===== src/rtl/assert_macros.svh =====
// ---------------------------------------------------------------------------
// Assertion macros used by the allocator RTL.
// Each macro expects clk and rst_n in scope.
// ---------------------------------------------------------------------------
`ifndef ASSERT_MACROS_SVH
`define ASSERT_MACROS_SVH

// Property must hold at every clock edge out of reset
`define FFRA_ASSERT(label, prop, msg) \
  label: assert property (@(posedge clk) disable iff (!rst_n) prop) else $error(msg);

// Condition must never be true out of reset
`define FFRA_NEVER(label, cond, msg) \
  label: assert property (@(posedge clk) disable iff (!rst_n) !(cond)) else $error(msg);

`endif


===== src/rtl/ffra_pkg.sv =====
// ---------------------------------------------------------------------------
// ffra_pkg
// Types and fixed constants of the first-fit region allocator.
// ---------------------------------------------------------------------------
package ffra_pkg;

  // Field widths
  localparam int MODE_W = 2;
  localparam int REQ_W  = 16;
  localparam int OFS_W  = 12;
  localparam int SIZE_W = 13;
  localparam int STAT_W = 2;

  // Granule geometry
  localparam int GRAN_BYTES = 8;
  localparam int GRAN_SHIFT = 3;

  // Region size after reset
  localparam logic [SIZE_W-1:0] REGION_RESET = 13'd4096;

  // Request modes
  localparam logic [MODE_W-1:0] MODE_ALLOC = 2'd0;
  localparam logic [MODE_W-1:0] MODE_FREE  = 2'd1;
  localparam logic [MODE_W-1:0] MODE_QUERY = 2'd2;

  // Status codes
  localparam logic [STAT_W-1:0] ST_OK       = 2'd0;
  localparam logic [STAT_W-1:0] ST_NOSPACE  = 2'd1;
  localparam logic [STAT_W-1:0] ST_NOTFOUND = 2'd2;
  localparam logic [STAT_W-1:0] ST_FULL     = 2'd3;

  // Request word
  typedef struct packed {
    logic [MODE_W-1:0] mode;
    logic [REQ_W-1:0]  request_bytes;
    logic [OFS_W-1:0]  block_offset;
  } req_t;

  // Result word
  typedef struct packed {
    logic [STAT_W-1:0] status;
    logic [OFS_W-1:0]  offset;
    logic [SIZE_W-1:0] size;
  } res_t;

endpackage


===== src/rtl/ffra_ram.sv =====
// ---------------------------------------------------------------------------
// ffra_ram
// Generic simple dual-port RAM: one write port, one read port, registered
// read data.
// ---------------------------------------------------------------------------
module ffra_ram #(
  parameter int WIDTH = 8,
  parameter int DEPTH = 32
) (
  input  logic                                     clk,
  input  logic                                     we,
  input  logic [(DEPTH > 1 ? $clog2(DEPTH) : 1)-1:0] waddr,
  input  logic [WIDTH-1:0]                         wdata,
  input  logic [(DEPTH > 1 ? $clog2(DEPTH) : 1)-1:0] raddr,
  output logic [WIDTH-1:0]                         rdata
);

  logic [WIDTH-1:0] mem [DEPTH];
  logic [WIDTH-1:0] rdata_r;

  // Write port
  always_ff @(posedge clk) begin
    if (we) begin
      mem[waddr] <= wdata;
    end
  end

  // Registered read port
  always_ff @(posedge clk) begin
    rdata_r <= mem[raddr];
  end

  assign rdata = rdata_r;

endmodule


===== src/rtl/ffra_engine.sv =====
// ---------------------------------------------------------------------------
// ffra_engine
// Allocator sequencer: free-map clearing pass, space checks, table slot
// search, one-granule-per-cycle first-fit scan, table lookup and run marking.
// ---------------------------------------------------------------------------
`include "assert_macros.svh"

module ffra_engine import ffra_pkg::*; #(
  parameter int MAX_GRAN = 512,
  parameter int MAX_BLK  = 32
) (
  input  logic              clk,
  input  logic              rst_n,
  input  logic [SIZE_W-1:0] region_bytes,
  input  logic              req_valid,
  input  req_t              req,
  output logic              req_ready,
  output logic              res_valid,
  output res_t              res,
  input  logic              res_take
);

  // Derived widths
  localparam int GA   = (MAX_GRAN > 1) ? $clog2(MAX_GRAN) : 1;  // granule address
  localparam int CW   = $clog2(MAX_GRAN + 1);                   // granule count
  localparam int BA   = (MAX_BLK > 1) ? $clog2(MAX_BLK) : 1;    // table index
  localparam int BC   = $clog2(MAX_BLK + 1);                    // table count
  localparam int OGW  = OFS_W - GRAN_SHIFT;                     // offset in granules
  localparam int CMPW = (GA > OGW) ? GA : OGW;
  localparam int NGW  = 14;                                     // rounded request
  localparam int NDW  = 17;                                     // request bytes, rounded
  localparam int TW   = GA + CW;                                // table entry

  // Sequencer states
  localparam logic [2:0] S_CLEAR = 3'd0;
  localparam logic [2:0] S_IDLE  = 3'd1;
  localparam logic [2:0] S_CHECK = 3'd2;
  localparam logic [2:0] S_SLOT  = 3'd3;
  localparam logic [2:0] S_SCAN  = 3'd4;
  localparam logic [2:0] S_FIND  = 3'd5;
  localparam logic [2:0] S_MARK  = 3'd6;
  localparam logic [2:0] S_DONE  = 3'd7;

  logic [2:0]         state_r,   state_nxt;
  logic [MODE_W-1:0]  mode_r,    mode_nxt;
  logic [NGW-1:0]     ngran_r,   ngran_nxt;
  logic [NDW-1:0]     need_r,    need_nxt;
  logic [OGW-1:0]     og_r,      og_nxt;
  logic [CW-1:0]      tg_r,      tg_nxt;
  logic [SIZE_W-1:0]  used_r,    used_nxt;
  logic [MAX_BLK-1:0] valid_r,   valid_nxt;
  logic [BA-1:0]      slot_r,    slot_nxt;
  logic [BC-1:0]      sl_r,      sl_nxt;
  logic [CW-1:0]      sc_rd_r,   sc_rd_nxt;
  logic               sc_pend_r, sc_pend_nxt;
  logic [GA-1:0]      sc_chk_r,  sc_chk_nxt;
  logic [CW-1:0]      run_r,     run_nxt;
  logic [GA-1:0]      rstart_r,  rstart_nxt;
  logic [BC-1:0]      fd_rd_r,   fd_rd_nxt;
  logic               fd_pend_r, fd_pend_nxt;
  logic [BA-1:0]      fd_chk_r,  fd_chk_nxt;
  logic [GA-1:0]      mk_g_r,    mk_g_nxt;
  logic [CW-1:0]      mk_n_r,    mk_n_nxt;
  logic               mk_val_r,  mk_val_nxt;
  res_t               res_r,     res_nxt;

  // Memory ports
  logic          map_we;
  logic [0:0]    map_rdata;
  logic          tbl_we;
  logic [TW-1:0] tbl_wdata;
  logic [TW-1:0] tbl_rdata;
  logic [GA-1:0] tbl_start;
  logic [CW-1:0] tbl_cnt;
  logic [GA-1:0] scan_start;

  // Request decode helpers
  logic [NDW-1:0] req_round;
  logic [NGW-1:0] region_g;
  logic [NDW-1:0] total_b;
  logic [NDW-1:0] used_b;
  logic [15:0]    blk_bytes;
  logic           sc_issue;
  logic           fd_issue;
  logic           fd_hit;

  assign req_round = NDW'(req.request_bytes) + NDW'(GRAN_BYTES - 1);
  assign region_g  = NGW'((NGW'(region_bytes) + NGW'(GRAN_BYTES - 1)) >> GRAN_SHIFT);
  assign total_b   = NDW'({tg_r, {GRAN_SHIFT{1'b0}}});
  assign used_b    = NDW'(used_r);
  assign tbl_start = tbl_rdata[TW-1:CW];
  assign tbl_cnt   = tbl_rdata[CW-1:0];
  assign blk_bytes = 16'({tbl_cnt, {GRAN_SHIFT{1'b0}}});
  assign scan_start = (run_r == '0) ? sc_chk_r : rstart_r;

  // Read issue and hit detection for the two walks
  assign sc_issue = (sc_rd_r < tg_r);
  assign fd_issue = (fd_rd_r < BC'(MAX_BLK));
  assign fd_hit   = fd_pend_r && valid_r[fd_chk_r] &&
                    (CMPW'(tbl_start) == CMPW'(og_r));

  assign map_we    = (state_r == S_CLEAR) || (state_r == S_MARK);
  assign tbl_wdata = {scan_start, CW'(ngran_r)};

  // Granule free map, one bit per granule
  ffra_ram #(
    .WIDTH (1),
    .DEPTH (MAX_GRAN)
  ) u_map (
    .clk   (clk),
    .we    (map_we),
    .waddr (mk_g_r),
    .wdata (mk_val_r),
    .raddr (GA'(sc_rd_r)),
    .rdata (map_rdata)
  );

  // Block table: start granule and granule count
  ffra_ram #(
    .WIDTH (TW),
    .DEPTH (MAX_BLK)
  ) u_tbl (
    .clk   (clk),
    .we    (tbl_we),
    .waddr (slot_r),
    .wdata (tbl_wdata),
    .raddr (BA'(fd_rd_r)),
    .rdata (tbl_rdata)
  );

  // Next-state logic
  always_comb begin
    state_nxt   = state_r;
    mode_nxt    = mode_r;
    ngran_nxt   = ngran_r;
    need_nxt    = need_r;
    og_nxt      = og_r;
    tg_nxt      = tg_r;
    used_nxt    = used_r;
    valid_nxt   = valid_r;
    slot_nxt    = slot_r;
    sl_nxt      = sl_r;
    sc_rd_nxt   = sc_rd_r;
    sc_pend_nxt = sc_pend_r;
    sc_chk_nxt  = sc_chk_r;
    run_nxt     = run_r;
    rstart_nxt  = rstart_r;
    fd_rd_nxt   = fd_rd_r;
    fd_pend_nxt = fd_pend_r;
    fd_chk_nxt  = fd_chk_r;
    mk_g_nxt    = mk_g_r;
    mk_n_nxt    = mk_n_r;
    mk_val_nxt  = mk_val_r;
    res_nxt     = res_r;
    tbl_we      = 1'b0;

    unique case (state_r)
      // Sweep the free map to all free after reset
      S_CLEAR: begin
        mk_g_nxt = mk_g_r + 1'b1;
        mk_n_nxt = mk_n_r - 1'b1;
        if (mk_n_r == CW'(1)) begin
          state_nxt = S_IDLE;
        end
      end

      // Latch and decode a new request
      S_IDLE: begin
        if (req_valid) begin
          mode_nxt  = req.mode;
          ngran_nxt = NGW'(req_round >> GRAN_SHIFT);
          need_nxt  = req_round & ~NDW'(GRAN_BYTES - 1);
          og_nxt    = req.block_offset[OFS_W-1:GRAN_SHIFT];
          tg_nxt    = (region_g > NGW'(MAX_GRAN)) ? CW'(MAX_GRAN) : CW'(region_g);
          res_nxt   = '0;
          fd_rd_nxt   = '0;
          fd_pend_nxt = 1'b0;
          case (req.mode) inside
            MODE_ALLOC: state_nxt = S_CHECK;
            MODE_FREE, MODE_QUERY: begin
              if (req.block_offset[GRAN_SHIFT-1:0] != '0) begin
                res_nxt.status = ST_NOTFOUND;
                state_nxt      = S_DONE;
              end else begin
                state_nxt = S_FIND;
              end
            end
            default: state_nxt = S_DONE;
          endcase
        end
      end

      // Size and free space checks
      S_CHECK: begin
        if ((ngran_r == '0) || (used_b >= total_b) || (need_r > total_b - used_b)) begin
          res_nxt.status = ST_NOSPACE;
          state_nxt      = S_DONE;
        end else begin
          sl_nxt    = '0;
          state_nxt = S_SLOT;
        end
      end

      // First unused table entry, one per cycle
      S_SLOT: begin
        if (sl_r == BC'(MAX_BLK)) begin
          res_nxt.status = ST_FULL;
          state_nxt      = S_DONE;
        end else if (!valid_r[BA'(sl_r)]) begin
          slot_nxt    = BA'(sl_r);
          sc_rd_nxt   = '0;
          sc_pend_nxt = 1'b0;
          run_nxt     = '0;
          state_nxt   = S_SCAN;
        end else begin
          sl_nxt = sl_r + 1'b1;
        end
      end

      // First-fit walk, one granule per cycle behind the read latency
      S_SCAN: begin
        sc_pend_nxt = sc_issue;
        sc_chk_nxt  = GA'(sc_rd_r);
        if (sc_issue) begin
          sc_rd_nxt = sc_rd_r + 1'b1;
        end
        if (sc_pend_r && map_rdata[0]) begin
          run_nxt = run_r + 1'b1;
          if (run_r == '0) begin
            rstart_nxt = sc_chk_r;
          end
          if ((NGW'(run_r) + NGW'(1)) == ngran_r) begin
            // Run long enough: claim it
            tbl_we           = 1'b1;
            valid_nxt[slot_r] = 1'b1;
            used_nxt         = SIZE_W'(used_b + need_r);
            mk_g_nxt         = scan_start;
            mk_n_nxt         = CW'(ngran_r);
            mk_val_nxt       = 1'b0;
            res_nxt.status   = ST_OK;
            res_nxt.offset   = OFS_W'({scan_start, {GRAN_SHIFT{1'b0}}});
            res_nxt.size     = SIZE_W'(need_r);
            state_nxt        = S_MARK;
          end
        end else if (sc_pend_r) begin
          run_nxt = '0;
        end else if (!sc_issue) begin
          res_nxt.status = ST_NOSPACE;
          state_nxt      = S_DONE;
        end
      end

      // Table lookup by start granule, one entry per cycle
      S_FIND: begin
        fd_pend_nxt = fd_issue;
        fd_chk_nxt  = BA'(fd_rd_r);
        if (fd_issue) begin
          fd_rd_nxt = fd_rd_r + 1'b1;
        end
        if (fd_hit) begin
          res_nxt.status = ST_OK;
          if (mode_r == MODE_FREE) begin
            valid_nxt[fd_chk_r] = 1'b0;
            used_nxt   = (16'(used_r) >= blk_bytes) ?
                         SIZE_W'(16'(used_r) - blk_bytes) : '0;
            mk_g_nxt   = tbl_start;
            mk_n_nxt   = tbl_cnt;
            mk_val_nxt = 1'b1;
            state_nxt  = S_MARK;
          end else begin
            res_nxt.size = SIZE_W'(blk_bytes);
            state_nxt    = S_DONE;
          end
        end else if (!fd_pend_r && !fd_issue) begin
          res_nxt.status = ST_NOTFOUND;
          state_nxt      = S_DONE;
        end
      end

      // Write a run of granules used or free
      S_MARK: begin
        mk_g_nxt = mk_g_r + 1'b1;
        mk_n_nxt = mk_n_r - 1'b1;
        if (mk_n_r == CW'(1)) begin
          state_nxt = S_DONE;
        end
      end

      // Hold the result until taken
      S_DONE: begin
        if (res_take) begin
          state_nxt = S_IDLE;
        end
      end

      default: state_nxt = S_IDLE;
    endcase
  end

  // State registers
  always_ff @(posedge clk) begin
    if (!rst_n) begin
      state_r   <= S_CLEAR;
      used_r    <= '0;
      valid_r   <= '0;
      mk_g_r    <= '0;
      mk_n_r    <= CW'(MAX_GRAN);
      mk_val_r  <= 1'b1;
      sc_pend_r <= 1'b0;
      fd_pend_r <= 1'b0;
      run_r     <= '0;
    end else begin
      state_r   <= state_nxt;
      used_r    <= used_nxt;
      valid_r   <= valid_nxt;
      mk_g_r    <= mk_g_nxt;
      mk_n_r    <= mk_n_nxt;
      mk_val_r  <= mk_val_nxt;
      sc_pend_r <= sc_pend_nxt;
      fd_pend_r <= fd_pend_nxt;
      run_r     <= run_nxt;
    end
  end

  // Request and working registers
  always_ff @(posedge clk) begin
    mode_r   <= mode_nxt;
    ngran_r  <= ngran_nxt;
    need_r   <= need_nxt;
    og_r     <= og_nxt;
    tg_r     <= tg_nxt;
    slot_r   <= slot_nxt;
    sl_r     <= sl_nxt;
    sc_rd_r  <= sc_rd_nxt;
    sc_chk_r <= sc_chk_nxt;
    rstart_r <= rstart_nxt;
    fd_rd_r  <= fd_rd_nxt;
    fd_chk_r <= fd_chk_nxt;
    res_r    <= res_nxt;
  end

  assign req_ready = (state_r == S_IDLE);
  assign res_valid = (state_r == S_DONE);
  assign res       = res_r;

  // Checks
  `FFRA_NEVER(a_used_aligned, used_r[GRAN_SHIFT-1:0] != '0, "used bytes not granule aligned")
  `FFRA_ASSERT(a_run_bound, (state_r == S_SCAN) |-> (NGW'(run_r) < ngran_r), "run overran request")
  `FFRA_ASSERT(a_mark_count, (state_r == S_MARK || state_r == S_CLEAR) |-> (mk_n_r != '0), "empty run write")
  `FFRA_ASSERT(a_fail_zero, (state_r == S_DONE && res_r.status != ST_OK) |-> (res_r.size == '0 && res_r.offset == '0), "failed result carries data")
  `FFRA_ASSERT(a_start_busy, (req_valid && state_r == S_IDLE) |=> (state_r != S_IDLE), "request not started")

endmodule


===== src/rtl/first_fit_region_allocator_top.sv =====
// ---------------------------------------------------------------------------
// first_fit_region_allocator_top
// First-fit allocator over one region of 8-byte granules, with a block table.
// ---------------------------------------------------------------------------
// Usage: after reset the block walks the whole free map once to mark every
// granule free; in_stall stays high meanwhile. Then it takes one request
// word at a time. An allocate checks free space, finds the first free table
// slot, scans the free map one granule per cycle through the map RAM's
// single read port, and marks the granules it claims. A free searches the
// table and then releases its granules one per cycle; a query searches the
// table only. A finished result sits in an output register, so the next
// request is taken while it waits to be read.
// Write cfg_region_bytes only while no request is in progress.
// ---------------------------------------------------------------------------
module first_fit_region_allocator_top import ffra_pkg::*; #(
  parameter int MAX_REGION_GRANULES = 512,
  parameter int MAX_BLOCKS          = 32
) (
  input  logic              clk,
  input  logic              rst_n,
  // request channel
  input  logic              in_valid,
  output logic              in_stall,
  input  logic [MODE_W-1:0] in_mode,
  input  logic [REQ_W-1:0]  in_request_bytes,
  input  logic [OFS_W-1:0]  in_block_offset,
  // result channel
  output logic              out_valid,
  input  logic              out_stall,
  output logic [STAT_W-1:0] out_status,
  output logic [OFS_W-1:0]  out_offset_out,
  output logic [SIZE_W-1:0] out_size_out,
  // configuration write
  input  logic              cfg_valid,
  output logic              cfg_ready,
  input  logic [SIZE_W-1:0] cfg_region_bytes
);

  logic [SIZE_W-1:0] region_r, region_nxt;
  logic              out_valid_r, out_valid_nxt;
  res_t              out_res_r, out_res_nxt;

  logic  req_ready;
  logic  res_valid;
  logic  res_take;
  req_t  req;
  res_t  res;

  // Request word
  assign req.mode          = in_mode;
  assign req.request_bytes = in_request_bytes;
  assign req.block_offset  = in_block_offset;

  assign in_stall  = !req_ready;
  assign cfg_ready = 1'b1;

  ffra_engine #(
    .MAX_GRAN (MAX_REGION_GRANULES),
    .MAX_BLK  (MAX_BLOCKS)
  ) u_engine (
    .clk          (clk),
    .rst_n        (rst_n),
    .region_bytes (region_r),
    .req_valid    (in_valid),
    .req          (req),
    .req_ready    (req_ready),
    .res_valid    (res_valid),
    .res          (res),
    .res_take     (res_take)
  );

  // Output register loads when empty or being drained
  assign res_take = res_valid && (!out_valid_r || !out_stall);

  always_comb begin
    region_nxt    = cfg_valid ? cfg_region_bytes : region_r;
    out_valid_nxt = res_take ? 1'b1 : (out_valid_r && out_stall);
    out_res_nxt   = res_take ? res : out_res_r;
  end

  always_ff @(posedge clk) begin
    if (!rst_n) begin
      region_r    <= REGION_RESET;
      out_valid_r <= 1'b0;
    end else begin
      region_r    <= region_nxt;
      out_valid_r <= out_valid_nxt;
    end
  end

  always_ff @(posedge clk) begin
    out_res_r <= out_res_nxt;
  end

  assign out_valid      = out_valid_r;
  assign out_status     = out_res_r.status;
  assign out_offset_out = out_res_r.offset;
  assign out_size_out   = out_res_r.size;

endmodule

===== config.mk =====
export PLATFORM = sky130hd
export DESIGN_NAME = first_fit_region_allocator_top
export DESIGN_NICKNAME = d
export VERILOG_FILES = /design/src/rtl/ffra_pkg.sv /design/src/rtl/ffra_ram.sv /design/src/rtl/ffra_engine.sv /design/src/rtl/first_fit_region_allocator_top.sv
export VERILOG_INCLUDE_DIRS = /design/src /design/src/rtl
export SDC_FILE = /design/constraint.sdc
export NUM_CORES = 2
export LEC_CHECK = 0
export ABC_CLOCK_PERIOD_IN_PS = 7800
export BUFFER_PORTS_ARGS = -buffer_cell sky130_fd_sc_hd__buf_2
export CAP_MARGIN = 20
export CORE_ASPECT_RATIO = 0.6
export CORE_MARGIN = 10
export CORE_UTILIZATION = 50
export CTS_BUF_LIST = sky130_fd_sc_hd__clkbuf_8
export DETAILED_ROUTE_END_ITERATION = 10
export PLACE_DENSITY = 0.68
export SLEW_MARGIN = 10
export SYNTH_ARGS = -nofsm -noshare
export SYNTH_HDL_FRONTEND = slang
export SYNTH_SLANG_ARGS = --single-unit

===== constraint.sdc =====
create_clock -name clk -period 7.8 [get_ports clk]
set_input_delay 1.17 -clock clk [delete_from_list [all_inputs] [get_ports clk]]
set_output_delay 1.17 -clock clk [all_outputs]
set_load 0.02 [all_outputs]

==> impl_metrics.tcl <==
set metrics [dict create \
    status "finished, final reports clean" \
    slew_headroom_pct 20.2 \
    syn-mean-instance-area_um2 14.3 \
    arrival_ns 6.12 \
    cts_tree "built" \
    cp_max_fo 21 \
    ctsResizeCount 0 \
    die_x_um 463 \
    clk_path_buf_depth 3 \
    yosys_most_used_dff "edfxtp_1" \
    ant_nets 0 \
    postLayoutSetupSlackWorst_ns 2.18 \
    yosysMostFrequentCell "edfxtp_1" \
    syn_inst 4113 \
    start_kind "flop" \
    leakage_nw 22.7 \
    fp.dieH_um 286 \
    synth-seq-area-share_pct 67.3 \
    drcViolationCount 0 \
    via_count 37000 \
    antenna_found_initial 11 \
    maxCapViolCount 0 \
    yosys_warnings 0 \
    wl_per_cell_um 27.7 \
    start_util_pct 50.5 \
    path_buf_inv 3 \
    area_delta_synth_final_pct 9.60 \
    post_cts_buffers 0 \
    final_util_pct 55.3 \
    clk_latency_ns 0.91 \
    grt_start_max_net_pins 296 \
    powerDensity_nw_per_um2 240 \
    min_path_type "reg -> reg" \
    cts_root_buffer "clkbuf_8" \
    numCtsBuffers 197 \
    critPathCaptureType "flop" \
    synth_top_cell_by_area "edfxtp_1" \
    netlist_area_um2 59000 \
    irDropWorstVdd_uv 230 \
    htreeDepth 4 \
    holdWs_ns 0.417 \
    grt-ovfl-total 0 \
    clkTransAtPathRegs_ns 0.06 \
    io_pins 78 \
    synth_seq_cells 1358 \
    crit_required_ns 8.30 \
    track_usage_pct 24.1 \
    routed_wl_um 165000 \
    cts.sinks 1358 \
    finalHoldViolCount 0 \
    grt_pass1_wl_um 239000 \
    slowest_delay_ns 1.21 \
    ys_async_sr_fraction_pct 0 \
    core_um2 117000 \
    synthTopCellsByCount "1247 x edfxtp_1, 677 x nor2_1, 230 x mux2i_1" \
    grt_pass1_vias 34700 \
    maxSlewViolCount 0 \
    fin_crit_sh_pct 72.0 \
    drive_gt1_share_pct 16.3 \
    fin_nets 4309 \
    fin_skew_ns 0.0751 \
    synth.distinct_cells 91 \
    cp_cell_sequence "inv_1 -> nor2_1 -> nand2_1 -> clkinv_1 -> nand2_1 -> clkinv_1 -> nand4b_1 -> nor2_2" \
    rows 97 \
    final.setup.tns_ns 0 \
    min_period_ns 5.62 \
    path_delay_family "simple AND/OR/NAND/NOR gates" \
    cts_hold_buf 0 \
    setup_viol 0 \
    drtIter0Drc 5602 \
    fmax_mhz 178 \
    synth_top_area_share_pct 63.5 \
    synth_edf_count 1247 \
    place_hpwl_um 102000 \
    die_area_um2 133000 \
    io_buffer_count 70 \
    yosys-top-cells-area "edfxtp_1 63%, mux4_2 6.8%, nor2_1 4.3%" \
    viasPerCell 6.23 \
    tightestPinTransition_ns 1.19 \
    place.gp.congestion 0.931 \
    crit_slowest_cell "nor2_2" \
    drtPass1Iterations 6 \
    critPathKind "reg -> reg" \
    grt_setup_unrepaired "no" \
    dp_worst_setup_slack_ns 2.31 \
]
-- final cells by class --
cell class / count / area (µm²)
multi-input cells: 2382 / 17800
fillers: 9349 / 52200
clock buffers: 206 / 2840
flip-flops and latches: 1358 / 39700
well taps: 1584 / 1980
clock inverters: 156 / 848
inverters: 98 / 368
repair buffers: 156 / 1150
diodes: 1 / 2.50
-- state kept, by name (all words and copies together) (netlist names), 6 cells and up --
register and count:
u_engine.u_tbl.mem 608, u_engine.u_map.mem 512, u_engine.valid_r 32, u_engine.res 21, u_engine.u_tbl.rdata 19, u_engine.ngran_r 14
region_r 13, out_size_out 10, u_engine.mk_n_r 10, u_engine.run_r 10, u_engine.sc_rd_r 10, u_engine.tg_r 10
u_engine.used_r 10, out_offset_out 9, u_engine.mk_g_r 9, u_engine.og_r 9, u_engine.rstart_r 9, u_engine.sc_chk_r 9
u_engine.fd_rd_r 6, u_engine.sl_r 6
-- cell usage in the layout, fill, tap and decap left out, types with 51 or more instances in the layout --
cell,instances
edfxtp_1,1247
a21oi_1,123
mux2_2,51
ha_1,66
mux2i_1,230
nor2_1,645
clkbuf_8,206
mux4_2,178
buf_2,72
inv_1,162
dfxtp_1,110
o221ai_1,60
nand2_1,209
clkinv_1,51
buf_4,67
o21ai_0,124
-- worst paths after layout --
kind / startpoint / endpoint / slack (ns) / cells after the start
worst max-delay path: u_engine.state_r[2]$_SDFFE_PN0P_ / u_engine.u_tbl.mem[29][12]$_DFFE_PP_ / 2.18 / 8
worst min-delay path: u_engine.res[22]$_SDFFCE_PN0P_ / out_offset_out[9]$_DFFE_PP_ / 0.42 / 0
worst max register to register: u_engine.state_r[2]$_SDFFE_PN0P_ / u_engine.u_tbl.mem[29][12]$_DFFE_PP_ / 2.18 / 8
worst min register to register: u_engine.res[22]$_SDFFCE_PN0P_ / out_offset_out[9]$_DFFE_PP_ / 0.42 / 0
-- where the power goes --
group	internal (mW)	switching [mW]	total [mW]
logic	0.532	1.34	1.88
registers	8.03	0.157	8.19
clock network	2.65	2.78	5.43
total	11.2	4.28	15.5
-- cells by family after synthesis --
kind of cell | synth area share, %
compound gates | 6.79
xor+xnor | 1.23
fa+ha+maj | 1.47
buf+inv | 2.84
flops | 67.3
mux | 11.7
other cells | 0.0127
simple gates | 8.72
-- through the flow --
step / power [mW] / instance area (µm²) / instances
after floorplan: 9.41 / 59000 / 4118
after global placement: 10.1 / 60700 / 5564
after detailed placement: 10.1 / 60800 / 5565
after CTS: 15.5 / 64500 / 5927
after global routing: 16.0 / 64600 / 5941
final: 15.5 / 64600 / 5941
-- metal layers --
metal  GRT usage [%]  vias up  share of wire [%]
met5               0        -              0.036
met4            7.44        8                2.6
met3            8.44      287                 15
met2            30.7     2347                 39
met1            38.0    18600                 44
li1                -    15800                  -
No activity file was read; power rests on OpenSTA's default activity.
